$ cat config.mk
export PLATFORM = sky130hd
export DESIGN_NAME = hv_contactor_precharge_sequencer_top
export DESIGN_NICKNAME = d
export VERILOG_FILES = /design/src/sv/hvcps_pkg.sv /design/src/sv/hvcps_cfg_regs.sv /design/src/sv/hvcps_step.sv /design/src/sv/hv_contactor_precharge_sequencer_top.sv
export SDC_FILE = /design/constraint.sdc
export NUM_CORES = 1
export LEC_CHECK = 0
export BUFFER_PORTS_ARGS = -buffer_cell sky130_fd_sc_hd__buf_2
export CAP_MARGIN = 20
export CORE_ASPECT_RATIO = 0.7
export CORE_MARGIN = 4
export CORE_UTILIZATION = 60
export DETAILED_ROUTE_END_ITERATION = 6
export PLACE_DENSITY = 0.88
export SKIP_LAST_GASP = 1
export SLEW_MARGIN = 20
export SYNTH_ARGS = -nofsm -noshare
export SYNTH_HDL_FRONTEND = slang
export SYNTH_SLANG_ARGS = --single-unit
$ cat constraint.sdc
create_clock -name clk -period 7.45 [get_ports clk]
set_input_delay 0.745 -clock clk [delete_from_list [all_inputs] [get_ports clk]]
set_output_delay 0.745 -clock clk [all_outputs]
set_load 0.01 [all_outputs]
$ cat src/sv/hvcps_pkg.sv
`timescale 1ns / 1ps
// Shared types and codes for the HV contactor precharge sequencer.
// No dependencies; used by every module of the block.

package hvcps_pkg;

    // sequencer state codes
    localparam logic [3:0] ST_OPEN    = 4'd0;
    localparam logic [3:0] ST_C_S1    = 4'd1;
    localparam logic [3:0] ST_C_S2    = 4'd2;
    localparam logic [3:0] ST_C_PRE   = 4'd3;
    localparam logic [3:0] ST_C_CLOSE = 4'd4;
    localparam logic [3:0] ST_C_ARMED = 4'd5;
    localparam logic [3:0] ST_C_WAIT  = 4'd6;
    localparam logic [3:0] ST_D_S1    = 4'd7;
    localparam logic [3:0] ST_D_PRE   = 4'd8;
    localparam logic [3:0] ST_D_CLOSE = 4'd9;
    localparam logic [3:0] ST_D_ARMED = 4'd10;
    localparam logic [3:0] ST_D_WAIT  = 4'd11;
    localparam logic [3:0] ST_OPENING = 4'd12;
    localparam logic [3:0] ST_ERROR   = 4'd13;

    // item kinds
    localparam logic [2:0] KIND_TICK      = 3'd0;
    localparam logic [2:0] KIND_START_CHG = 3'd1;
    localparam logic [2:0] KIND_START_DRV = 3'd2;
    localparam logic [2:0] KIND_OPEN      = 3'd3;
    localparam logic [2:0] KIND_EMERGENCY = 3'd4;

    // error codes
    localparam logic [2:0] ERR_NONE        = 3'd0;
    localparam logic [2:0] ERR_CHG_ALLOW   = 3'd1;
    localparam logic [2:0] ERR_DRV_ALLOW   = 3'd2;
    localparam logic [2:0] ERR_BMS_ARMED   = 3'd3;
    localparam logic [2:0] ERR_PRE_TIMEOUT = 3'd4;
    localparam logic [2:0] ERR_CURRENT     = 3'd5;

    // contactor line bits
    localparam logic [3:0] LINE_MINUS = 4'b0001;
    localparam logic [3:0] LINE_PLUS  = 4'b0010;
    localparam logic [3:0] LINE_PRE   = 4'b0100;
    localparam logic [3:0] LINE_CHG   = 4'b1000;

    // register indexes
    localparam logic [2:0] REG_PRE_DELAY   = 3'd0;
    localparam logic [2:0] REG_PRE_TIMEOUT = 3'd1;
    localparam logic [2:0] REG_ZC_TIMEOUT  = 3'd2;
    localparam logic [2:0] REG_ZC_THRESH   = 3'd3;
    localparam logic [2:0] REG_PRE_TOL     = 3'd4;
    localparam logic [2:0] REG_STEP_SETTLE = 3'd5;
    localparam logic [2:0] REG_CLOSE_SETTLE = 3'd6;

    localparam int ADDR_W = 5;

    typedef struct packed {
        logic [15:0] precharge_delay_ticks;
        logic [15:0] precharge_timeout_ticks;
        logic [15:0] zero_current_timeout_ticks;
        logic [14:0] zero_current_threshold;
        logic [15:0] bus_margin;
        logic [9:0]  step_settle_ticks;
        logic [9:0]  close_settle_ticks;
    } cfg_t;

    typedef struct packed {
        logic [2:0]  kind;
        logic        immediate;
        logic        charge_allowed;
        logic        discharge_allowed;
        logic        bms_armed;
        logic [15:0] pack_voltage;
        logic [15:0] charger_bus_voltage;
        logic [15:0] inverter_bus_voltage;
        logic signed [15:0] pack_current;
    } item_t;

    typedef struct packed {
        logic [3:0]  state;
        logic [2:0]  fault;
        logic [15:0] elapsed;
        logic [3:0]  lines;
    } seq_t;

    typedef struct packed {
        logic [3:0] lines;
        logic [3:0] mode;
        logic [2:0] error_code;
        logic       accepted;
    } result_t;

endpackage

$ cat src/sv/hvcps_cfg_regs.sv
`timescale 1ns / 1ps
// APB register file holding the sequencer timing and threshold settings.
// Depends on hvcps_pkg.

module hvcps_cfg_regs
(
    input  logic                          clk,
    input  logic                          rst_n,
    input  logic                          psel,
    input  logic                          penable,
    input  logic                          pwrite,
    input  logic [hvcps_pkg::ADDR_W-1:0]  paddr,
    input  logic [31:0]                   pwdata,
    output logic [31:0]                   prdata,
    output logic                          pready,
    output hvcps_pkg::cfg_t               cfg
);

    hvcps_pkg::cfg_t cfg_reg;
    hvcps_pkg::cfg_t cfg_next;
    logic [2:0]      index;
    logic            wr_en;

    assign index  = paddr[4:2];
    assign wr_en  = psel && penable && pwrite;
    assign pready = 1'b1;
    assign cfg    = cfg_reg;

    always_comb
    begin
        cfg_next = cfg_reg;
        if (wr_en)
        begin
            case (index)
                hvcps_pkg::REG_PRE_DELAY:    cfg_next.precharge_delay_ticks = pwdata[15:0];
                hvcps_pkg::REG_PRE_TIMEOUT:  cfg_next.precharge_timeout_ticks = pwdata[15:0];
                hvcps_pkg::REG_ZC_TIMEOUT:   cfg_next.zero_current_timeout_ticks = pwdata[15:0];
                hvcps_pkg::REG_ZC_THRESH:    cfg_next.zero_current_threshold = pwdata[14:0];
                hvcps_pkg::REG_PRE_TOL:      cfg_next.bus_margin = pwdata[15:0];
                hvcps_pkg::REG_STEP_SETTLE:  cfg_next.step_settle_ticks = pwdata[9:0];
                hvcps_pkg::REG_CLOSE_SETTLE: cfg_next.close_settle_ticks = pwdata[9:0];
                default:                     cfg_next = cfg_reg;
            endcase
        end
    end

    always_comb
    begin
        case (index)
            hvcps_pkg::REG_PRE_DELAY:    prdata = {16'd0, cfg_reg.precharge_delay_ticks};
            hvcps_pkg::REG_PRE_TIMEOUT:  prdata = {16'd0, cfg_reg.precharge_timeout_ticks};
            hvcps_pkg::REG_ZC_TIMEOUT:   prdata = {16'd0, cfg_reg.zero_current_timeout_ticks};
            hvcps_pkg::REG_ZC_THRESH:    prdata = {17'd0, cfg_reg.zero_current_threshold};
            hvcps_pkg::REG_PRE_TOL:      prdata = {16'd0, cfg_reg.bus_margin};
            hvcps_pkg::REG_STEP_SETTLE:  prdata = {22'd0, cfg_reg.step_settle_ticks};
            hvcps_pkg::REG_CLOSE_SETTLE: prdata = {22'd0, cfg_reg.close_settle_ticks};
            default:                     prdata = 32'd0;
        endcase
    end

    always_ff @(posedge clk or negedge rst_n)
    begin
        if (!rst_n)
        begin
            cfg_reg.precharge_delay_ticks      <= 16'd500;
            cfg_reg.precharge_timeout_ticks    <= 16'd5000;
            cfg_reg.zero_current_timeout_ticks <= 16'd2000;
            cfg_reg.zero_current_threshold     <= 15'd10;
            cfg_reg.bus_margin                 <= 16'd100;
            cfg_reg.step_settle_ticks          <= 10'd150;
            cfg_reg.close_settle_ticks         <= 10'd100;
        end
        else
        begin
            cfg_reg <= cfg_next;
        end
    end

endmodule

$ cat src/sv/hvcps_step.sv
`timescale 1ns / 1ps
// Next-state logic of the sequencer: one item against the current state.
// Depends on hvcps_pkg.

module hvcps_step
(
    input  hvcps_pkg::cfg_t    cfg,
    input  hvcps_pkg::seq_t    cur,
    input  hvcps_pkg::item_t   item,
    output hvcps_pkg::seq_t    nxt,
    output hvcps_pkg::result_t res
);

    logic [15:0] mag;
    logic        zero;
    logic        stable;
    logic [15:0] e1;
    logic        step_done;
    logic        close_done;
    logic        zc_tmo_zero;
    logic        zc_expired;
    logic        pre_ok;
    logic        pre_bus_low;
    logic [15:0] pre_bus;
    logic [2:0]  pre_err;
    logic [3:0]  pre_close_st;
    logic [3:0]  pre_armed_st;
    logic        start_ok;
    logic [2:0]  start_err;
    logic        accepted;

    function automatic logic pre_ok_armed(input logic [3:0] st, input hvcps_pkg::item_t it);
        pre_ok_armed = (st == hvcps_pkg::ST_C_ARMED) ? it.charge_allowed : it.discharge_allowed;
    endfunction

    assign mag  = item.pack_current[15] ? (~item.pack_current + 16'd1) : item.pack_current;
    assign zero = mag < {1'b0, cfg.zero_current_threshold};
    assign e1   = (cur.elapsed == 16'hFFFF) ? cur.elapsed : cur.elapsed + 16'd1;

    assign step_done   = e1 >= {6'd0, cfg.step_settle_ticks};
    assign close_done  = e1 >= {6'd0, cfg.close_settle_ticks};
    assign zc_tmo_zero = cfg.zero_current_timeout_ticks == 16'd0;
    assign zc_expired  = e1 >= cfg.zero_current_timeout_ticks;

    assign pre_ok       = (cur.state == hvcps_pkg::ST_C_PRE) ? item.charge_allowed
                                                             : item.discharge_allowed;
    assign pre_bus      = (cur.state == hvcps_pkg::ST_C_PRE) ? item.charger_bus_voltage
                                                             : item.inverter_bus_voltage;
    assign pre_err      = (cur.state == hvcps_pkg::ST_C_PRE) ? hvcps_pkg::ERR_CHG_ALLOW
                                                             : hvcps_pkg::ERR_DRV_ALLOW;
    assign pre_close_st = (cur.state == hvcps_pkg::ST_C_PRE) ? hvcps_pkg::ST_C_CLOSE
                                                             : hvcps_pkg::ST_D_CLOSE;
    assign pre_armed_st = (cur.state == hvcps_pkg::ST_C_PRE) ? hvcps_pkg::ST_C_ARMED
                                                             : hvcps_pkg::ST_D_ARMED;
    assign pre_bus_low  = ({1'b0, pre_bus} + {1'b0, cfg.bus_margin})
                          < {1'b0, item.pack_voltage};

    assign start_ok  = (item.kind == hvcps_pkg::KIND_START_CHG) ? item.charge_allowed
                                                               : item.discharge_allowed;
    assign start_err = (item.kind == hvcps_pkg::KIND_START_CHG) ? hvcps_pkg::ERR_CHG_ALLOW
                                                               : hvcps_pkg::ERR_DRV_ALLOW;

    assign stable = cur.state inside {hvcps_pkg::ST_OPEN, hvcps_pkg::ST_C_PRE,
                                      hvcps_pkg::ST_C_ARMED, hvcps_pkg::ST_D_PRE,
                                      hvcps_pkg::ST_D_ARMED, hvcps_pkg::ST_ERROR};

    always_comb
    begin
        nxt      = cur;
        accepted = 1'b0;
        if (item.kind == hvcps_pkg::KIND_TICK)
        begin
            nxt.elapsed = e1;
            case (cur.state)
                hvcps_pkg::ST_C_S1:
                begin
                    if (step_done)
                    begin
                        nxt.elapsed = 16'd0;
                        if (cfg.step_settle_ticks == 10'd0)
                        begin
                            nxt.lines = cur.lines | hvcps_pkg::LINE_CHG | hvcps_pkg::LINE_PRE;
                            nxt.state = hvcps_pkg::ST_C_PRE;
                        end
                        else
                        begin
                            nxt.lines = cur.lines | hvcps_pkg::LINE_CHG;
                            nxt.state = hvcps_pkg::ST_C_S2;
                        end
                    end
                end
                hvcps_pkg::ST_C_S2, hvcps_pkg::ST_D_S1:
                begin
                    if (step_done)
                    begin
                        nxt.elapsed = 16'd0;
                        nxt.lines   = cur.lines | hvcps_pkg::LINE_PRE;
                        nxt.state   = (cur.state == hvcps_pkg::ST_C_S2) ? hvcps_pkg::ST_C_PRE
                                                                        : hvcps_pkg::ST_D_PRE;
                    end
                end
                hvcps_pkg::ST_C_CLOSE, hvcps_pkg::ST_D_CLOSE:
                begin
                    if (close_done)
                    begin
                        nxt.elapsed = 16'd0;
                        nxt.lines   = cur.lines & ~hvcps_pkg::LINE_PRE;
                        nxt.state   = (cur.state == hvcps_pkg::ST_C_CLOSE)
                                      ? hvcps_pkg::ST_C_ARMED : hvcps_pkg::ST_D_ARMED;
                    end
                end
                hvcps_pkg::ST_C_PRE, hvcps_pkg::ST_D_PRE:
                begin
                    if (!pre_ok)
                    begin
                        nxt.fault   = pre_err;
                        nxt.lines   = 4'd0;
                        nxt.state   = hvcps_pkg::ST_ERROR;
                        nxt.elapsed = 16'd0;
                    end
                    else if (e1 < cfg.precharge_delay_ticks)
                    begin
                        nxt.elapsed = e1;
                    end
                    else if (pre_bus_low)
                    begin
                        if (e1 >= cfg.precharge_timeout_ticks)
                        begin
                            nxt.fault   = hvcps_pkg::ERR_PRE_TIMEOUT;
                            nxt.lines   = 4'd0;
                            nxt.state   = hvcps_pkg::ST_ERROR;
                            nxt.elapsed = 16'd0;
                        end
                    end
                    else
                    begin
                        nxt.elapsed = 16'd0;
                        if (cfg.close_settle_ticks == 10'd0)
                        begin
                            nxt.lines = (cur.lines | hvcps_pkg::LINE_PLUS) & ~hvcps_pkg::LINE_PRE;
                            nxt.state = pre_armed_st;
                        end
                        else
                        begin
                            nxt.lines = cur.lines | hvcps_pkg::LINE_PLUS;
                            nxt.state = pre_close_st;
                        end
                    end
                end
                hvcps_pkg::ST_C_ARMED, hvcps_pkg::ST_D_ARMED:
                begin
                    if (!pre_ok_armed(cur.state, item))
                    begin
                        if (zc_tmo_zero)
                        begin
                            nxt.fault   = hvcps_pkg::ERR_CURRENT;
                            nxt.lines   = 4'd0;
                            nxt.state   = hvcps_pkg::ST_ERROR;
                            nxt.elapsed = 16'd0;
                        end
                        else if (!zero)
                        begin
                            nxt.state   = cur.state + 4'd1;
                            nxt.elapsed = 16'd0;
                        end
                    end
                end
                hvcps_pkg::ST_C_WAIT, hvcps_pkg::ST_D_WAIT:
                begin
                    if (zc_expired)
                    begin
                        nxt.fault   = hvcps_pkg::ERR_CURRENT;
                        nxt.lines   = 4'd0;
                        nxt.state   = hvcps_pkg::ST_ERROR;
                        nxt.elapsed = 16'd0;
                    end
                    else if (zero)
                    begin
                        nxt.state = cur.state - 4'd1;
                    end
                end
                hvcps_pkg::ST_OPENING:
                begin
                    if (zc_expired || zero)
                    begin
                        nxt.fault   = hvcps_pkg::ERR_NONE;
                        nxt.lines   = 4'd0;
                        nxt.state   = hvcps_pkg::ST_OPEN;
                        nxt.elapsed = 16'd0;
                    end
                end
                default:
                begin
                    nxt.elapsed = e1;
                end
            endcase
        end
        else if (stable)
        begin
            case (item.kind)
                hvcps_pkg::KIND_START_CHG, hvcps_pkg::KIND_START_DRV:
                begin
                    if (cur.state == hvcps_pkg::ST_OPEN)
                    begin
                        nxt.elapsed = 16'd0;
                        if (!start_ok)
                        begin
                            nxt.fault = start_err;
                            nxt.lines = 4'd0;
                            nxt.state = hvcps_pkg::ST_ERROR;
                        end
                        else if (!item.bms_armed)
                        begin
                            nxt.fault = hvcps_pkg::ERR_BMS_ARMED;
                            nxt.lines = 4'd0;
                            nxt.state = hvcps_pkg::ST_ERROR;
                        end
                        else
                        begin
                            accepted = 1'b1;
                            if (cfg.step_settle_ticks != 10'd0)
                            begin
                                nxt.lines = hvcps_pkg::LINE_MINUS;
                                nxt.state = (item.kind == hvcps_pkg::KIND_START_CHG)
                                            ? hvcps_pkg::ST_C_S1 : hvcps_pkg::ST_D_S1;
                            end
                            else if (item.kind == hvcps_pkg::KIND_START_CHG)
                            begin
                                nxt.lines = hvcps_pkg::LINE_MINUS | hvcps_pkg::LINE_CHG
                                            | hvcps_pkg::LINE_PRE;
                                nxt.state = hvcps_pkg::ST_C_PRE;
                            end
                            else
                            begin
                                nxt.lines = hvcps_pkg::LINE_MINUS | hvcps_pkg::LINE_PRE;
                                nxt.state = hvcps_pkg::ST_D_PRE;
                            end
                        end
                    end
                end
                hvcps_pkg::KIND_OPEN:
                begin
                    nxt.elapsed = 16'd0;
                    if (item.immediate || zc_tmo_zero || zero)
                    begin
                        nxt.fault = hvcps_pkg::ERR_NONE;
                        nxt.lines = 4'd0;
                        nxt.state = hvcps_pkg::ST_OPEN;
                    end
                    else
                    begin
                        nxt.state = hvcps_pkg::ST_OPENING;
                    end
                end
                hvcps_pkg::KIND_EMERGENCY:
                begin
                    nxt.fault   = hvcps_pkg::ERR_CURRENT;
                    nxt.lines   = 4'd0;
                    nxt.state   = hvcps_pkg::ST_ERROR;
                    nxt.elapsed = 16'd0;
                end
                default:
                begin
                    nxt = cur;
                end
            endcase
        end
    end

    assign res.lines      = nxt.lines;
    assign res.mode       = nxt.state;
    assign res.error_code = nxt.fault;
    assign res.accepted   = accepted;

endmodule

$ cat src/sv/hv_contactor_precharge_sequencer_top.sv
`timescale 1ns / 1ps
// Top level of the HV contactor precharge sequencer: state registers and output buffer.
// Depends on hvcps_pkg, hvcps_cfg_regs and hvcps_step.

// One item is accepted per clock cycle while in_stall is low; the whole state update
// is a single registered pass through the next-state logic, and the result appears at
// the output in the cycle after acceptance when the output register is empty or being
// read in that cycle, otherwise it waits in the skid register until the one ahead of
// it is read. The output side is a two-entry buffer (output register plus skid
// register), so in_stall rises only when both entries hold undelivered results and
// sustained throughput is one item per cycle whenever the receiver keeps up.
// Configuration writes through the APB port take effect for the next item and should
// be made only while no result is outstanding.

module hv_contactor_precharge_sequencer_top
(
    input  logic                          clk,
    input  logic                          rst_n,
    input  logic                          psel,
    input  logic                          penable,
    input  logic                          pwrite,
    input  logic [hvcps_pkg::ADDR_W-1:0]  paddr,
    input  logic [31:0]                   pwdata,
    output logic [31:0]                   prdata,
    output logic                          pready,
    input  logic                          in_valid,
    output logic                          in_stall,
    input  logic [2:0]                    kind,
    input  logic                          immediate,
    input  logic                          charge_allowed,
    input  logic                          discharge_allowed,
    input  logic                          bms_armed,
    input  logic [15:0]                   pack_voltage,
    input  logic [15:0]                   charger_bus_voltage,
    input  logic [15:0]                   inverter_bus_voltage,
    input  logic signed [15:0]            pack_current,
    output logic                          out_valid,
    input  logic                          out_stall,
    output logic                          hv_minus_closed,
    output logic                          hv_plus_closed,
    output logic                          precharge_closed,
    output logic                          charge_closed,
    output logic [3:0]                    mode,
    output logic [2:0]                    error_code,
    output logic                          accepted
);

    hvcps_pkg::cfg_t    cfg;
    hvcps_pkg::item_t   item_in;
    hvcps_pkg::seq_t    seq_reg;
    hvcps_pkg::seq_t    seq_next;
    hvcps_pkg::result_t res_next;
    hvcps_pkg::result_t out_reg;
    hvcps_pkg::result_t skid_reg;
    logic               out_valid_reg;
    logic               skid_valid_reg;
    logic               in_take;
    logic               out_take;

    hvcps_cfg_regs u_cfg
    (
        .clk     (clk),
        .rst_n   (rst_n),
        .psel    (psel),
        .penable (penable),
        .pwrite  (pwrite),
        .paddr   (paddr),
        .pwdata  (pwdata),
        .prdata  (prdata),
        .pready  (pready),
        .cfg     (cfg)
    );

    assign item_in.kind                 = kind;
    assign item_in.immediate            = immediate;
    assign item_in.charge_allowed       = charge_allowed;
    assign item_in.discharge_allowed    = discharge_allowed;
    assign item_in.bms_armed            = bms_armed;
    assign item_in.pack_voltage         = pack_voltage;
    assign item_in.charger_bus_voltage  = charger_bus_voltage;
    assign item_in.inverter_bus_voltage = inverter_bus_voltage;
    assign item_in.pack_current         = pack_current;

    hvcps_step u_step
    (
        .cfg  (cfg),
        .cur  (seq_reg),
        .item (item_in),
        .nxt  (seq_next),
        .res  (res_next)
    );

    assign in_stall = skid_valid_reg;
    assign in_take  = in_valid && !skid_valid_reg;
    assign out_take = out_valid_reg && !out_stall;

    always_ff @(posedge clk or negedge rst_n)
    begin
        if (!rst_n)
        begin
            seq_reg.state   <= hvcps_pkg::ST_OPEN;
            seq_reg.fault   <= hvcps_pkg::ERR_NONE;
            seq_reg.elapsed <= 16'd0;
            seq_reg.lines   <= 4'd0;
        end
        else if (in_take)
        begin
            seq_reg <= seq_next;
        end
    end

    always_ff @(posedge clk or negedge rst_n)
    begin
        if (!rst_n)
        begin
            out_valid_reg  <= 1'b0;
            skid_valid_reg <= 1'b0;
        end
        else if (skid_valid_reg)
        begin
            if (out_take)
            begin
                skid_valid_reg <= 1'b0;
            end
        end
        else if (in_take)
        begin
            out_valid_reg <= 1'b1;
            if (out_valid_reg && !out_take)
            begin
                skid_valid_reg <= 1'b1;
            end
        end
        else if (out_take)
        begin
            out_valid_reg <= 1'b0;
        end
    end

    always_ff @(posedge clk)
    begin
        if (skid_valid_reg)
        begin
            if (out_take)
            begin
                out_reg <= skid_reg;
            end
        end
        else if (in_take)
        begin
            if (!out_valid_reg || out_take)
            begin
                out_reg <= res_next;
            end
            else
            begin
                skid_reg <= res_next;
            end
        end
    end

    assign out_valid        = out_valid_reg;
    assign hv_minus_closed  = out_reg.lines[0];
    assign hv_plus_closed   = out_reg.lines[1];
    assign precharge_closed = out_reg.lines[2];
    assign charge_closed    = out_reg.lines[3];
    assign mode             = out_reg.mode;
    assign error_code       = out_reg.error_code;
    assign accepted         = out_reg.accepted;

    // open and error states never drive any contactor
    a_idle_lines_open: assert property (@(posedge clk) disable iff (!rst_n)
        (seq_reg.state == hvcps_pkg::ST_OPEN || seq_reg.state == hvcps_pkg::ST_ERROR)
        |-> seq_reg.lines == 4'd0)
        else $error("contactor line driven in open or error state");

    // a fault code survives only in error or while opening from error
    a_fault_state: assert property (@(posedge clk) disable iff (!rst_n)
        (seq_reg.fault != hvcps_pkg::ERR_NONE)
        |-> (seq_reg.state == hvcps_pkg::ST_ERROR || seq_reg.state == hvcps_pkg::ST_OPENING))
        else $error("fault code set outside error handling");

    // skid entry is only ever filled behind a full output register
    a_skid_order: assert property (@(posedge clk) disable iff (!rst_n)
        skid_valid_reg |-> out_valid_reg)
        else $error("skid holds an item while output register is empty");

endmodule
-- After elaboration in Yosys (flattened, before gate mapping)
Cells that the tools add are included.
- register bits: 152
- output and inout port bits: 47
- equality and inequality tests: 26
- reduce and logical (&&, ||, !) cells: 43
- add/sub/neg operators: 5
- bitwise logic cells: 3
- magnitude comparators: 7
- multiplexer cells: 79
- operators with widths (cell ; number):
    16-bit one-hot mux with 7 select lines ; 2
    27-bit two-way mux ; 7
    16-bit two-way mux ; 6
    4-bit two-way mux ; 24
    27-bit one-hot mux with 3 select lines ; 1
    20-bit two-way mux ; 4
    4-bit one-hot mux with 7 select lines ; 2
    12-bit two-way mux ; 4
    16-bit by 1-bit adder with 16-bit output (second input constant) ; 2
    16-bit by 10-bit >= comparator with 1-bit output ; 2
    16-bit >= comparator ; 2
    4-bit == test (second input constant) ; 6
    23-bit two-way mux ; 1
    3-bit two-way mux ; 7
    10-bit logical NOT ; 2
    16-bit by 16-bit adder with 17-bit output ; 1
    17-bit by 16-bit less-than comparator with 1-bit output ; 1
    16-bit == test (second input constant) ; 1
    4-bit by 3-bit == test with 1-bit output (second input constant) ; 4
    16-bit logical NOT ; 1
    16-bit by 15-bit less-than comparator with 1-bit output ; 1
    16-bit less-than comparator ; 1
    1-bit two-way mux ; 16
    16-bit NOT ; 1
    other kinds (26) ; 64

-- Logic depth before layout (Yosys ltp)
Gate-level depths: netlist (run 1).
- depth in word-level cells: 12
- gate-level depth with buffers: 30
- gate-level depth less buffers: 28

-- Modules after synthesis
Synthesis (run 1) repeated with hierarchy kept, for this count alone.
- cell total of the unflattened synthesis: 1353
- area, all modules: 12813.5 um^2
- by module, submodules not included (module ; cells each ; times used ; area each (um^2)):
    hvcps_step ; 883 ; 1 ; 5853.1
    hvcps_cfg_regs ; 363 ; 1 ; 4880.9
    hv_contactor_precharge_sequencer_top ; 107 ; 1 ; 2079.5

-- Least setup slack after synthesis (run 1)
OpenSTA, ideal clock, no wires.
- path type: reg2reg
- from: register seq_reg[23] in the netlist's numbering
- to: register out_reg (netlist bit mode[0]), data pin
- data required time: 7184 ps
- setup slack: 1876 ps
- data arrival time: 5309 ps
- cell stages (with the launch flop): 30
- cells stage by stage: dfrtp_1 > ha_1 > buf_2 > inv_1 > nor3_1 > clkinv_1 > nand2_1 > nand2_1 > ha_1 > fa_1 > a21o_1 > nand4_1 > nand3_1 > nand3_1 > nor2_1 > o31a_1 > o21ai_0 > nand2b_1 > a21oi_1 > xnor2_1 > ha_1 > a211oi_1 > o2111ai_1 > nor2_1 > a22oi_1 > or4_1 > nand2b_1 > a22o_1 > o21ai_2 > o21ai_1
- cells in the longest elaborated chain, start to end: 12
- elaborated cells on any way between the ends: 53
- those cells by class: add/sub (3); order compare (1); eq/ne (13); mux (29); reduce/logical (7)
- ends and longest elaborated chain (what ; RTL line ; RTL):
    start, declared ; hv_contactor_precharge_sequencer_top.sv:50 ; hvcps_pkg::seq_t seq_reg;
    start signal, assigned ; hv_contactor_precharge_sequencer_top.sv:108 ; seq_reg <= seq_next;
    4-bit by 2-bit == test with 1-bit output ; -- ;
    16-bit two-way mux ; hvcps_step.sv:47 ; assign pre_bus = (cur.state == hvcps_pkg::ST_C_PRE) ? item.charger_bus_voltage
    16-bit by 16-bit adder with 17-bit output ; hvcps_step.sv:55 ; assign pre_bus_low = ({1'b0, pre_bus} + {1'b0, cfg.bus_margin})
    17-bit by 16-bit less-than comparator with 1-bit output ; hvcps_step.sv:56 ; < {1'b0, item.pack_voltage};
    4-bit two-way mux ; hvcps_step.sv:125 ; else if (pre_bus_low)
    7-bit two-way mux ; hvcps_step.sv:121 ; else if (e1 < cfg.precharge_delay_ticks)
    27-bit two-way mux ; hvcps_step.sv:114 ; if (!pre_ok)
    4-bit one-hot mux with 7 select lines ; hvcps_step.sv:74 ; case (cur.state)
    27-bit two-way mux * ; hvcps_step.sv:71 ; if (item.kind == hvcps_pkg::KIND_TICK)
    12-bit two-way mux * ; hv_contactor_precharge_sequencer_top.sv:151 ; if (!out_valid_reg || out_take)
    12-bit two-way mux * ; hv_contactor_precharge_sequencer_top.sv:149 ; else if (in_take)
    12-bit two-way mux * ; hv_contactor_precharge_sequencer_top.sv:142 ; if (skid_valid_reg)
    end signal, assigned ; hv_contactor_precharge_sequencer_top.sv:146 ; out_reg <= skid_reg;
    end signal, assigned ; hv_contactor_precharge_sequencer_top.sv:153 ; out_reg <= res_next;
    end, declared ; hv_contactor_precharge_sequencer_top.sv:53 ; hvcps_pkg::result_t out_reg;
Every way passes the cells marked *; elsewhere a longest branch is shown, timed or not. The select of a mux whose other input is x is not followed.
A chain may end at the register's enable or synchronous reset.

-- Worst setup path in the final report (run 1)
- from: register seq_reg[24] in the netlist's numbering
- to: register out_reg (netlist bit mode[3]), data pin
The elaborated chain is that of the path after synthesis.

==> metrics.yaml, run 1 <==
global_route:
  grt_antenna_before_repair: 1
  grt.total_usage_pct: 32.86
  vias_in_the_first_global_route: 10660
  grt_first_pass_wirelength_um: 57970
  grt_start_max_net_pins: 78
  grt.overflow.total: 0
route:
  drt_drc_violations_left: 0
  vias_per_cell: 6.427
  drt_pass1_iterations: 6
  detail_route_met2_wl_um: 15220
  topRoutingLayerUsed: "met5"
  detailed_route_via_count: 11470
  ant_nets: 0
  met1_length_um: 15620
  wl_met3_um: 5295
  detailedRoute.firstIterationViolations: 1473
  drt_total_wl_um: 37320
  drt-wirelength-per-cell_um: 20.91
setup_path:
  worst-r2r-setup-slack_ns: 0.60
  timing.setup.critical_path_class: "flop to flop"
  worstPathMaxFanout: 19
  r2r-end: "mode[3]"
  critPathRequiredTime_ns: 7.62
  worst_setup_path_end_kind: "flop"
  worstSetupStartpointType: "flop"
  rr_startpoint: "seq_reg[24]"
  number_of_cell_instances_on_the_worst_register_to_register_path: 27
  worst_ep_arrival_time_ns: 7.02
timing:
  timing.final.crit_share_pct: 91.94
  setup-violations-final: 0
  timing.max_slew.rel_slack_pct: 24.53
  max_frequency_mhz: 146.0
  unrepaired_setup_endpoints_after_global_routing: "no"
  worst_slew_pin_slew_ns: 1.129
  final.setup.tns_ns: 0
  fin_crit_ns: 6.850
  hold_violations: 0
  fin_skew_ns: 0.007497
  count_of_final_max_slew_check_failures: 0
clocking:
  clockBufferDepth: 2
  tritoncts.num_buffers: 17
  htree_levels: 4
  hold_buffers: 0
  cts.clk_slew.worst_paths_ns: 0.07
  tritoncts: "built"
  post_cts.repair.setup_buffers: 0
  cts_sinks: 152
  clock_insertion_delay_worst_skew_ns: 0.44
  cts.repair.resized: 0
  clock_tree.root_cell: "sky130_fd_sc_hd__clkbuf_16"
power_and_ir_drop:
  swShare_pct: 42.75
  share_clk_of_total_power_pct: 22.3
  irDropWorstVdd_uv: 176.5
  power.static_leakage_nw: 6.495
  p_switching_mw: 1.717
  p_int_mw: 2.300
  seq_power_share_pct: 31.5
  power_density_nw_per_um2: 296.1
  power.share.combinational_pct: 46.2
  power.total_mw: 4.017
placement:
  input_output_buffers: 126
  detailed_place_hpwl_um: 28330
  gp_congestion: 1.013
  dp.cells: 1752
yosys:
  synth_area_per_cell_um2: 8.699
  postSynthRegisterBits: 152
  synthDistinctLibCells: 86
  most_used_dff_post_synth: "sky130_fd_sc_hd__dfrtp_1"
  post_synth_inst_count: 1400
  proportion_of_synthesized_chip_area_in_sequential_cells_pct: 32.51
  synth.cell_area_um2: 12180
  synth_async_sr_flop_share_pct: 84.21
  yosysWarnings: 0
  synth-edff-count: 24
run_status:
  outcome: "finished, final reports clean"
run:
  max_cap_violation_count: 0
die:
  chipWidth_um: 178.3
  initial_utilization_pct: 61.35
  die_h_um: 127.2
  core_area_um2: 19850
  fp-row-count: 43
  io_pins: 162
  fp.dieArea_um2: 22680
final_layout:
  finish.cell_count_without_fillers: 1785
  post_route_cells_drive_above_1_share_pct: 19.62
  largest_register_ffs: 99
  flow.area_growth_from_synthesis_pct: 11.40
  finalNetCount: 1741
hold_path:
  path_type_of_the_worst_min_delay_path: "primary input to async pin"
## power by group through the flow
stage | registers (mW) | clock network, mW | logic (mW)
floorplan | 1.22 | 0 | 1.26
global placement | 1.25 | 0 | 1.71
detailed placement | 1.27 | 0 | 1.78
CTS | 1.26 | 0.902 | 1.80
global route | 1.29 | 0.946 | 2.03
finish | 1.27 | 0.898 | 1.85
## per-layer routing
metal  GRT usage, %  up-vias
li1               -     5224
met1          47.82     5382
met2          46.71      750
met3          10.35      114
met4          10.78        2
met5              0        -
## placed cells by master, fill, tap and decap left out, types with 28 or more instances in the layout
cell type / Yosys / final
sky130_fd_sc_hd__o21ai_0: 114 / 113
sky130_fd_sc_hd__dfstp_2: 29 / 29
sky130_fd_sc_hd__a21oi_1: 79 / 78
sky130_fd_sc_hd__ha_1: 124 / 124
sky130_fd_sc_hd__nor2_1: 62 / 62
sky130_fd_sc_hd__inv_1: 128 / 128
sky130_fd_sc_hd__nor3_1: 31 / 28
sky130_fd_sc_hd__xnor2_1: 31 / 31
sky130_fd_sc_hd__mux2_2: 61 / 61
sky130_fd_sc_hd__nand3_1: 35 / 35
sky130_fd_sc_hd__nand2_1: 179 / 179
sky130_fd_sc_hd__buf_2: 6 / 125
sky130_fd_sc_hd__dfrtp_1: 99 / 99
## final cells by class
class	instances	area, µm²
Timing Repair Buffer	138	726.9
Tap cell	270	337.8
Antenna cell	1	2.502
Clock inverter	14	156.4
Multi-Input combinational cell	1062	7457
Clock buffer	18	439.2
Sequential cell	152	3960
Inverter	130	488.0
Fill cell	1589	6285
## worst max-delay path, cell delays in order (launching register included)
cell and delay, ns:
sky130_fd_sc_hd__dfrtp_1 0.59, sky130_fd_sc_hd__ha_1 0.46, sky130_fd_sc_hd__inv_1 0.12, sky130_fd_sc_hd__nor3_2 0.18
sky130_fd_sc_hd__clkinv_1 0.45, sky130_fd_sc_hd__nand2_1 0.20, sky130_fd_sc_hd__nand2_1 0.11, sky130_fd_sc_hd__ha_1 0.28
sky130_fd_sc_hd__a21o_1 0.17, sky130_fd_sc_hd__a21oi_1 0.29, sky130_fd_sc_hd__nor2b_1 0.08, sky130_fd_sc_hd__o21ai_0 0.24
sky130_fd_sc_hd__a31oi_1 0.17, sky130_fd_sc_hd__a22o_1 0.26, sky130_fd_sc_hd__nor4_1 0.24, sky130_fd_sc_hd__o41ai_1 0.14
sky130_fd_sc_hd__a21oi_1 0.19, sky130_fd_sc_hd__xnor2_1 0.09, sky130_fd_sc_hd__ha_1 0.18, sky130_fd_sc_hd__a211oi_1 0.35
sky130_fd_sc_hd__o2111ai_1 0.16, sky130_fd_sc_hd__nor2_1 0.18, sky130_fd_sc_hd__a22oi_1 0.14, sky130_fd_sc_hd__or4_1 0.61
sky130_fd_sc_hd__nor2_1 0.15, sky130_fd_sc_hd__a21oi_1 0.08, sky130_fd_sc_hd__a21oi_1 0.32, sky130_fd_sc_hd__a21oi_1 0.15
## stage by stage
| step | util (%) | hold WS [ns] | area, µm² | setup slack, ns |
|---|---|---|---|---|
| floorplan | - | 0.4494 | 12240 | 1.876 |
| detailed placement | 65.29 | 0.5002 | 12960 | 0.8287 |
| global placement | 65.29 | 0.4812 | 12960 | 1.019 |
| finish | 68.34 | 0.3266 | 13570 | 0.6003 |
| global route | 68.33 | 0.3718 | 13570 | 0.01764 |
| CTS | 68.29 | 0.3513 | 13560 | 0.7800 |
## cells by family (layout without fill, tap and decap cells)
group | count (synthesis) | after routing | synth area share [%]
DFF | 152 | 152 | 32.51
other | 2 | 18 | 0.06166
adders and majority gates | 125 | 125 | 12.90
buffers and inverters | 201 | 300 | 6.873
AOI/OAI and AO/OA | 362 | 362 | 19.00
and+or+nand+nor | 429 | 429 | 17.01
muxes | 89 | 89 | 8.763
xor gates and xnor gates | 40 | 40 | 2.877
## worst max path at each step
stage,to,cells past startpoint,from
2_1_floorplan,mode[0],29,seq_reg[23]
3_3_place_gp,mode[0],27,seq_reg[24]
3_5_place_dp,mode[0],27,seq_reg[24]
4_1_cts,mode[3],27,seq_reg[24]
5_1_grt,mode[3],27,seq_reg[24]
6_report,mode[3],27,seq_reg[24]
## synth_stat cells (6+ instances only)
cell type,instances,area [µm²]
sky130_fd_sc_hd__a31oi_1,15,93.84
sky130_fd_sc_hd__ha_1,124,1551
sky130_fd_sc_hd__o21a_1,8,60.06
sky130_fd_sc_hd__nand4_1,19,118.9
sky130_fd_sc_hd__xnor2_1,31,271.5
sky130_fd_sc_hd__and2_1,10,62.56
sky130_fd_sc_hd__dfstp_2,29,762.0
sky130_fd_sc_hd__a22oi_1,7,52.55
sky130_fd_sc_hd__nand2_1,179,671.9
sky130_fd_sc_hd__nand3_1,35,175.2
sky130_fd_sc_hd__o21ai_1,16,80.08
sky130_fd_sc_hd__edfxtp_1,24,720.7
sky130_fd_sc_hd__nand2b_1,21,131.4
sky130_fd_sc_hd__or4_1,6,45.04
sky130_fd_sc_hd__buf_4,18,135.1
sky130_fd_sc_hd__mux2i_1,20,200.2
sky130_fd_sc_hd__buf_2,6,30.03
sky130_fd_sc_hd__nor2b_1,14,87.58
sky130_fd_sc_hd__clkbuf_1,44,165.2
sky130_fd_sc_hd__o31ai_1,9,67.56
sky130_fd_sc_hd__inv_1,128,480.5
sky130_fd_sc_hd__dfrtp_1,99,2477
sky130_fd_sc_hd__and3_1,12,75.07
sky130_fd_sc_hd__a21o_1,11,82.58
sky130_fd_sc_hd__nor2_1,62,232.7
sky130_fd_sc_hd__o21ai_0,114,570.6
sky130_fd_sc_hd__nor3_1,31,155.2
sky130_fd_sc_hd__a211oi_1,11,82.58
sky130_fd_sc_hd__a22o_1,14,122.6
sky130_fd_sc_hd__o22ai_1,8,50.05
sky130_fd_sc_hd__or3_1,6,37.54
sky130_fd_sc_hd__mux4_2,8,180.2
sky130_fd_sc_hd__a21oi_1,79,395.4
sky130_fd_sc_hd__o2111ai_1,6,52.55
sky130_fd_sc_hd__xor2_1,9,78.83
sky130_fd_sc_hd__mux2_2,61,686.9
sky130_fd_sc_hd__nor4_1,11,68.82
sky130_fd_sc_hd__o221ai_1,11,96.34
No activity file was read; power rests on OpenSTA's default activity.
==> run 2: changes to the inputs <==
PLACE_DENSITY = 0.87   (was 0.88)
SYNTH_HIERARCHICAL = 1   (was default)
==> metrics.yaml, run 2 <==
final_layout:
  post_route_cells_drive_above_1_share_pct: 25.68
  utilization_pct: 67.40
  finalNetCount: 1691
  most_frequent_cells_in_the_layout: "sky130_fd_sc_hd__nand2_1, sky130_fd_sc_hd__buf_2, sky130_fd_sc_hd__ha_1"
  register_area_um2: 3960
  num_antenna_cells: 0
  fillCellCount: 1590
  multiInputGateArea_um2: 8000
  largest_register_ffs: 99
  flow.area_growth_from_synthesis_pct: 9.755
  mostFrequentLayoutCell: "sky130_fd_sc_hd__nand2_1"
clocking:
  tritoncts: "built"
  clockBufferDepth: 2
  clock_insertion_delay_worst_skew_ns: 0.44
  tritoncts.num_buffers: 17
  cts_sinks: 152
  post_cts.repair.setup_buffers: 0
  cts.clk_slew.worst_paths_ns: 0.06
  htree_levels: 4
  clock_tree.root_cell: "sky130_fd_sc_hd__clkbuf_16"
timing:
  unrepaired_setup_endpoints_after_global_routing: "no"
  max_frequency_mhz: 148.5
  count_of_final_max_slew_check_failures: 0
  fin_skew_ns: 0.009798
  setup-violations-final: 0
  worst_slew_pin_slew_ns: 1.259
  fin_crit_ns: 6.732
  timing.final.crit_share_pct: 90.37
  timing.max_slew.rel_slack_pct: 15.35
  final.setup.tns_ns: 0
  hold_violations: 0
yosys:
  ys_top_cells_by_count: "sky130_fd_sc_hd__nand2_1, sky130_fd_sc_hd__ha_1, sky130_fd_sc_hd__mux2_2, sky130_fd_sc_hd__inv_1, sky130_fd_sc_hd__dfrtp_1"
  yosysWarnings: 6
  post_synth_fa_ha_maj_area_fraction_pct: 12.34
  synth_simple_gate_area_share_pct: 14.64
  proportion_of_synthesized_chip_area_in_sequential_cells_pct: 30.91
  synth_most_common_cell: "sky130_fd_sc_hd__nand2_1"
  synthDistinctLibCells: 97
  synth.cell_area_um2: 12810
  synth_area_per_cell_um2: 9.470
  synth_top_family_by_area: "multiplexers"
  synth-edff-count: 24
  postSynthRegisterBits: 152
  post_synth_inst_count: 1353
  synth_xor_area_share_pct: 2.802
  most_used_dff_post_synth: "sky130_fd_sc_hd__dfrtp_1"
  yosysTopAreaCellShare_pct: 19.33
  synth_compound_area_share_pct: 15.98
  synth.top_cells.by_area: "sky130_fd_sc_hd__dfrtp_1, sky130_fd_sc_hd__ha_1, sky130_fd_sc_hd__mux2_2"
  synth.largest_area_cell: "sky130_fd_sc_hd__dfrtp_1"
  post_synth_mux_area_share_pct: 16.12
  synth_async_sr_flop_share_pct: 84.21
die:
  chipWidth_um: 182.7
  fp.dieArea_um2: 23790
  fp-row-count: 44
  core_area_um2: 20870
  io_pins: 162
  initial_utilization_pct: 61.41
  die_h_um: 130.3
placement:
  input_output_buffers: 126
  gp_congestion: 0.9916
  detailed_place_hpwl_um: 27930
setup_path:
  worstSetupStartpointType: "flop"
  worst_ep_arrival_time_ns: 6.91
  critPathRequiredTime_ns: 7.63
  timing.setup.critical_path_class: "flop to flop"
  worst_setup_path_end_kind: "flop"
  worstPathMaxFanout: 18
run_status:
  outcome: "finished, final reports clean"
power_and_ir_drop:
  power.static_leakage_nw: 6.601
  power_density_nw_per_um2: 292.5
  irDropWorstVdd_uv: 207.1
route:
  detailedRoute.firstIterationViolations: 1300
  drt_pass1_iterations: 5
  drt_drc_violations_left: 0
  drt_total_wl_um: 36740
  detailed_route_via_count: 11140
  vias_per_cell: 6.402
  drt-wirelength-per-cell_um: 21.12
  ant_nets: 0
global_route:
  grt_start_max_net_pins: 81
  grt.overflow.total: 0
  grt_antenna_before_repair: 0
  grt.total_usage_pct: 30.69
  vias_in_the_first_global_route: 10570
  grt_first_pass_wirelength_um: 57240
run:
  max_cap_violation_count: 0
hold_path:
  path_type_of_the_worst_min_delay_path: "primary input to async pin"
run 2: cell types whose count changed after synthesis, sizes merged, moves of 9 or more:
cell / change
inv: -18
mux2: +87
a21oi: -21
o21a: +12
nand2: -38
a21o: +10
clkbuf: -20
o211ai: +13
nand3: -11
o21ai: -70
buf: +28
nor3: -11
mux2i: +9
run 2: stage by stage:
stage | instances | setup slack (ns) | area (µm²) | hold WS, ns | power, mW
floorplan | 1368 | 1.707 | 12870 | 0.4494 | 2.642
global placement | 1708 | 0.9652 | 13480 | 0.4931 | 3.129
detailed placement | 1708 | 0.8313 | 13480 | 0.4978 | 3.190
CTS | 1740 | 0.7535 | 14060 | 0.3800 | 4.057
global route | 1740 | 0.1573 | 14060 | 0.4101 | 4.357
finish | 1740 | 0.7177 | 14060 | 0.3715 | 4.113
run 2: routing by layer:
metal | part of all wire (%) | routed length [µm] | vias to the layer above | track usage [%]
met1 | 45 | 16440 | 5415 | 44.44
li1 | - | - | 5079 | -
met5 | 0 | 0 | - | 0
met2 | 41 | 15170 | 581 | 43.66
met3 | 12 | 4299 | 65 | 9.752
met4 | 2.3 | 830 | 0 | 9.925
run 2: layout make-up:
| cell class | count | area share (%) |
|---|---|---|
| Multi-Input combinational cell | 1025 | 56.89 |
| Inverter | 112 | 2.989 |
| Timing Repair Buffer | 143 | 5.409 |
| Clock buffer | 22 | 3.523 |
| Sequential cell | 152 | 28.16 |
| Clock inverter | 10 | 0.5783 |
| Tap cell | 276 | 2.456 |
run 2: critical path, stage by stage, from the launching register on:
cell and delay (ns):
sky130_fd_sc_hd__dfrtp_1 0.36, sky130_fd_sc_hd__ha_2 0.37, sky130_fd_sc_hd__inv_1 0.13, sky130_fd_sc_hd__nor3_2 0.29
sky130_fd_sc_hd__clkinv_1 0.15, sky130_fd_sc_hd__buf_4 0.24, sky130_fd_sc_hd__nand2_1 0.09, sky130_fd_sc_hd__nand2_1 0.09
sky130_fd_sc_hd__fa_1 0.47, sky130_fd_sc_hd__a211oi_1 0.38, sky130_fd_sc_hd__o211ai_1 0.26, sky130_fd_sc_hd__a21oi_1 0.32
sky130_fd_sc_hd__nand2b_1 0.20, sky130_fd_sc_hd__nand2b_1 0.07, sky130_fd_sc_hd__a21oi_1 0.17, sky130_fd_sc_hd__xnor2_1 0.14
sky130_fd_sc_hd__ha_1 0.26, sky130_fd_sc_hd__a21o_1 0.18, sky130_fd_sc_hd__a211o_1 0.30, sky130_fd_sc_hd__a221oi_1 0.21
sky130_fd_sc_hd__o211a_1 0.37, sky130_fd_sc_hd__nor3b_1 0.24, sky130_fd_sc_hd__buf_4 0.18, sky130_fd_sc_hd__nor2_1 0.08
sky130_fd_sc_hd__nor4_1 0.37, sky130_fd_sc_hd__o21ai_0 0.25, sky130_fd_sc_hd__mux2_2 0.32
run 2: worst paths after layout:
| path | start | endpoint | slack, ns | depth (start not counted) |
|---|---|---|---|---|
| worst max register to register | seq_reg[24] | hv_minus_closed | 0.72 | 26 |
| min in group clk | seq_reg[1] | seq_reg[1] | 0.52 | 1 |
| worst min-delay path | rst_n | u_cfg/cfg[78] | 0.37 | 1 |
| worst min register to register | seq_reg[1] | seq_reg[1] | 0.52 | 1 |
| worst max-delay path | seq_reg[24] | hv_minus_closed | 0.72 | 26 |
| max in group asynchronous | rst_n | u_cfg/cfg[49] | 5.57 | 2 |
run 2: kinds of logic after synthesis:
logic type | count (synthesis)
AOI/OAI and AO/OA | 296
xor gates and xnor gates | 41
adders and majority gates | 126
buffers and inverters | 191
DFF | 152
muxes | 177
other | 2
and+or+nand+nor | 368
run 2: what timing repair did:
item | 4_1_cts | 5_1_grt
endpoints found under the setup margin | 0 | 2
endpoints found under the hold margin | 0 | 0
hold buffers | 0 | 0
resized for setup | 0 | 1
run 2: power breakdown:
part | internal (mW) | switching [mW] | total [mW]
Sequential | 1.08 | 0.182 | 1.26
Clock | 0.478 | 0.374 | 0.852
Combinational | 0.804 | 1.19 | 2.00
==> run 3: changes to the inputs <==
ABC_AREA = 1   (was default)
==> metrics.yaml, run 3 <==
die:
  io_pins: 162
  chipWidth_um: 188.9
  fp-row-count: 46
  core_area_um2: 22560
  initial_utilization_pct: 60.92
  fp.dieArea_um2: 25430
  die_h_um: 134.6
final_layout:
  post_route_cells_drive_above_1_share_pct: 14.23
  num_antenna_cells: 0
  most_frequent_cells_in_the_layout: "sky130_fd_sc_hd__nand2_1, sky130_fd_sc_hd__inv_1, sky130_fd_sc_hd__nand3_1"
  flow.area_growth_from_synthesis_pct: 7.902
  utilization_pct: 65.73
  finalNetCount: 2307
  layout.cell_area.non_filler_um2: 14830
  largest_register_ffs: 99
  mostFrequentLayoutCell: "sky130_fd_sc_hd__nand2_1"
  finish.cell_count_without_fillers: 2392
timing:
  count_of_final_max_slew_check_failures: 0
  timing.final.crit_share_pct: 79.20
  max_frequency_mhz: 169.5
  worst_slew_pin_slew_ns: 1.085
  unrepaired_setup_endpoints_after_global_routing: "no"
  fin_hold_ws_ns: 0.3273
  fin_crit_ns: 5.900
  timing.max_slew.rel_slack_pct: 26.89
  hold_violations: 0
  final.setup.tns_ns: 0
  postLayoutSetupSlackWorst_ns: 1.550
  setup-violations-final: 0
  fin_skew_ns: 0.01287
setup_path:
  worstSetupStartpointType: "flop"
  worst_setup_path_end_kind: "flop"
  max_stage_delay_ns: 0.51
  worstPathMaxFanout: 18
  number_of_cell_instances_on_the_worst_register_to_register_path: 34
  r2r-end: "hv_minus_closed"
  worst_ep_arrival_time_ns: 6.09
  critical_path.slowest_cell: "sky130_fd_sc_hd__dfrtp_1"
  critPathRequiredTime_ns: 7.64
  rr_startpoint: "seq_reg[23]"
  timing.setup.critical_path_class: "flop to flop"
  worst-r2r-setup-slack_ns: 1.55
  path_common_cell: "sky130_fd_sc_hd__nand2_1"
yosys:
  synth.top_cells.by_area: "sky130_fd_sc_hd__dfrtp_1, sky130_fd_sc_hd__nand2_1, sky130_fd_sc_hd__ha_1"
  most_used_dff_post_synth: "sky130_fd_sc_hd__dfrtp_1"
  synth_most_common_cell: "sky130_fd_sc_hd__nand2_1"
  synth_area_per_cell_um2: 6.865
  synthDistinctLibCells: 60
  synth.largest_area_cell: "sky130_fd_sc_hd__dfrtp_1"
  yosysTopAreaCellShare_pct: 18.02
  yosysWarnings: 6
  proportion_of_synthesized_chip_area_in_sequential_cells_pct: 28.81
  synth_async_sr_flop_share_pct: 84.21
  ys_top_cells_by_count: "sky130_fd_sc_hd__nand2_1, sky130_fd_sc_hd__inv_1, sky130_fd_sc_hd__nand3_1, sky130_fd_sc_hd__o21ai_0, sky130_fd_sc_hd__ha_1"
  post_synth_inst_count: 2002
  synth-edff-count: 24
  synth.cell_area_um2: 13740
  postSynthRegisterBits: 152
clocking:
  cts.clk_slew.worst_paths_ns: 0.07
  post_cts.repair.setup_buffers: 0
  clockBufferDepth: 2
  hold_buffers: 0
  tritoncts: "built"
  clock_insertion_delay_worst_skew_ns: 0.44
  cts_sinks: 152
  cts.repair.resized: 0
  htree_levels: 4
  clock_tree.root_cell: "sky130_fd_sc_hd__clkbuf_16"
  tritoncts.num_buffers: 17
route:
  vias_per_cell: 5.925
  detailed_route_via_count: 14170
  drt_pass1_iterations: 6
  topRoutingLayerUsed: "met5"
  ant_nets: 0
  detailedRoute.firstIterationViolations: 1816
  wl_met3_um: 5099
  detail_route_met2_wl_um: 17880
  met1_length_um: 17870
  drt_total_wl_um: 41930
  drt-wirelength-per-cell_um: 17.53
  drt_drc_violations_left: 0
power_and_ir_drop:
  power_density_nw_per_um2: 277.2
  power.total_mw: 4.111
  irDropWorstVdd_uv: 193.7
  power.static_leakage_nw: 7.950
placement:
  input_output_buffers: 126
  detailed_place_hpwl_um: 30500
  detailed_place.area_um2: 14210
  gp_congestion: 0.9770
  dp.cells: 2359
  place_worst_setup_slack_ns: 1.698
hold_path:
  path_type_of_the_worst_min_delay_path: "primary input to async pin"
global_route:
  grt_antenna_before_repair: 1
  grt_first_pass_wirelength_um: 65980
  grt.total_usage_pct: 32.06
  grt_start_max_net_pins: 85
  grt.overflow.total: 0
  vias_in_the_first_global_route: 12910
run_status:
  outcome: "finished, final reports clean"
run:
  max_cap_violation_count: 0
## run 3: power breakdown
part | internal [mW] | switching (mW) | total (mW)
logic | 0.636 | 1.29 | 1.93
registers | 1.08 | 0.188 | 1.26
clock network | 0.536 | 0.382 | 0.917
total | 2.25 | 1.86 | 4.11
## run 3: area by class of cell
cell class,instances,area [µm²]
clock buffers,21,480.5
inverters,237,894.6
well taps,312,390.4
clock inverters,11,131.4
repair buffers,133,689.4
multi-input cells,1526,8284
flip-flops and latches,152,3960
fillers,1955,7731
## run 3: routing by layer
layer / GRT usage (%) / up-vias
met5: 0 / -
met4: 10.40 / 2
met3: 9.561 / 109
met2: 47.76 / 858
met1: 45.08 / 6552
li1: - / 6652
## run 3: cells by family after synthesis
kind of cell / Yosys count / share of synthesized area (%)
adders and majority gates: 125 / 11.43
DFF: 152 / 28.81
and+or+nand+nor: 1086 / 35.54
other: 2 / 0.05464
xor gates and xnor gates: 33 / 2.103
buffers and inverters: 339 / 11.36
AOI/OAI and AO/OA: 265 / 10.70
## run 3: how the worst max path moves through the flow
| stage | from | to | slack [ns] | cells past startpoint |
|---|---|---|---|---|
| after floorplan | seq_reg[26] | hv_minus_closed | 2.92 | 36 |
| after global placement | seq_reg[23] | hv_minus_closed | 1.98 | 34 |
| after detailed placement | seq_reg[23] | hv_minus_closed | 1.70 | 34 |
| after CTS | seq_reg[23] | hv_minus_closed | 1.67 | 34 |
| after global routing | seq_reg[23] | error_code[2] | 1.07 | 33 |
| final | seq_reg[23] | hv_minus_closed | 1.55 | 34 |
## run 3: worst max-delay path: cells and delay by family, from the launching register on
| family | cells | cell delay, ns |
|---|---|---|
| simple gates | 23 | 2.36 |
| buf+inv | 1 | 0.49 |
| fa+ha+maj | 3 | 0.91 |
| flops | 1 | 0.51 |
| compound gates | 6 | 1.21 |
| xor+xnor | 1 | 0.17 |
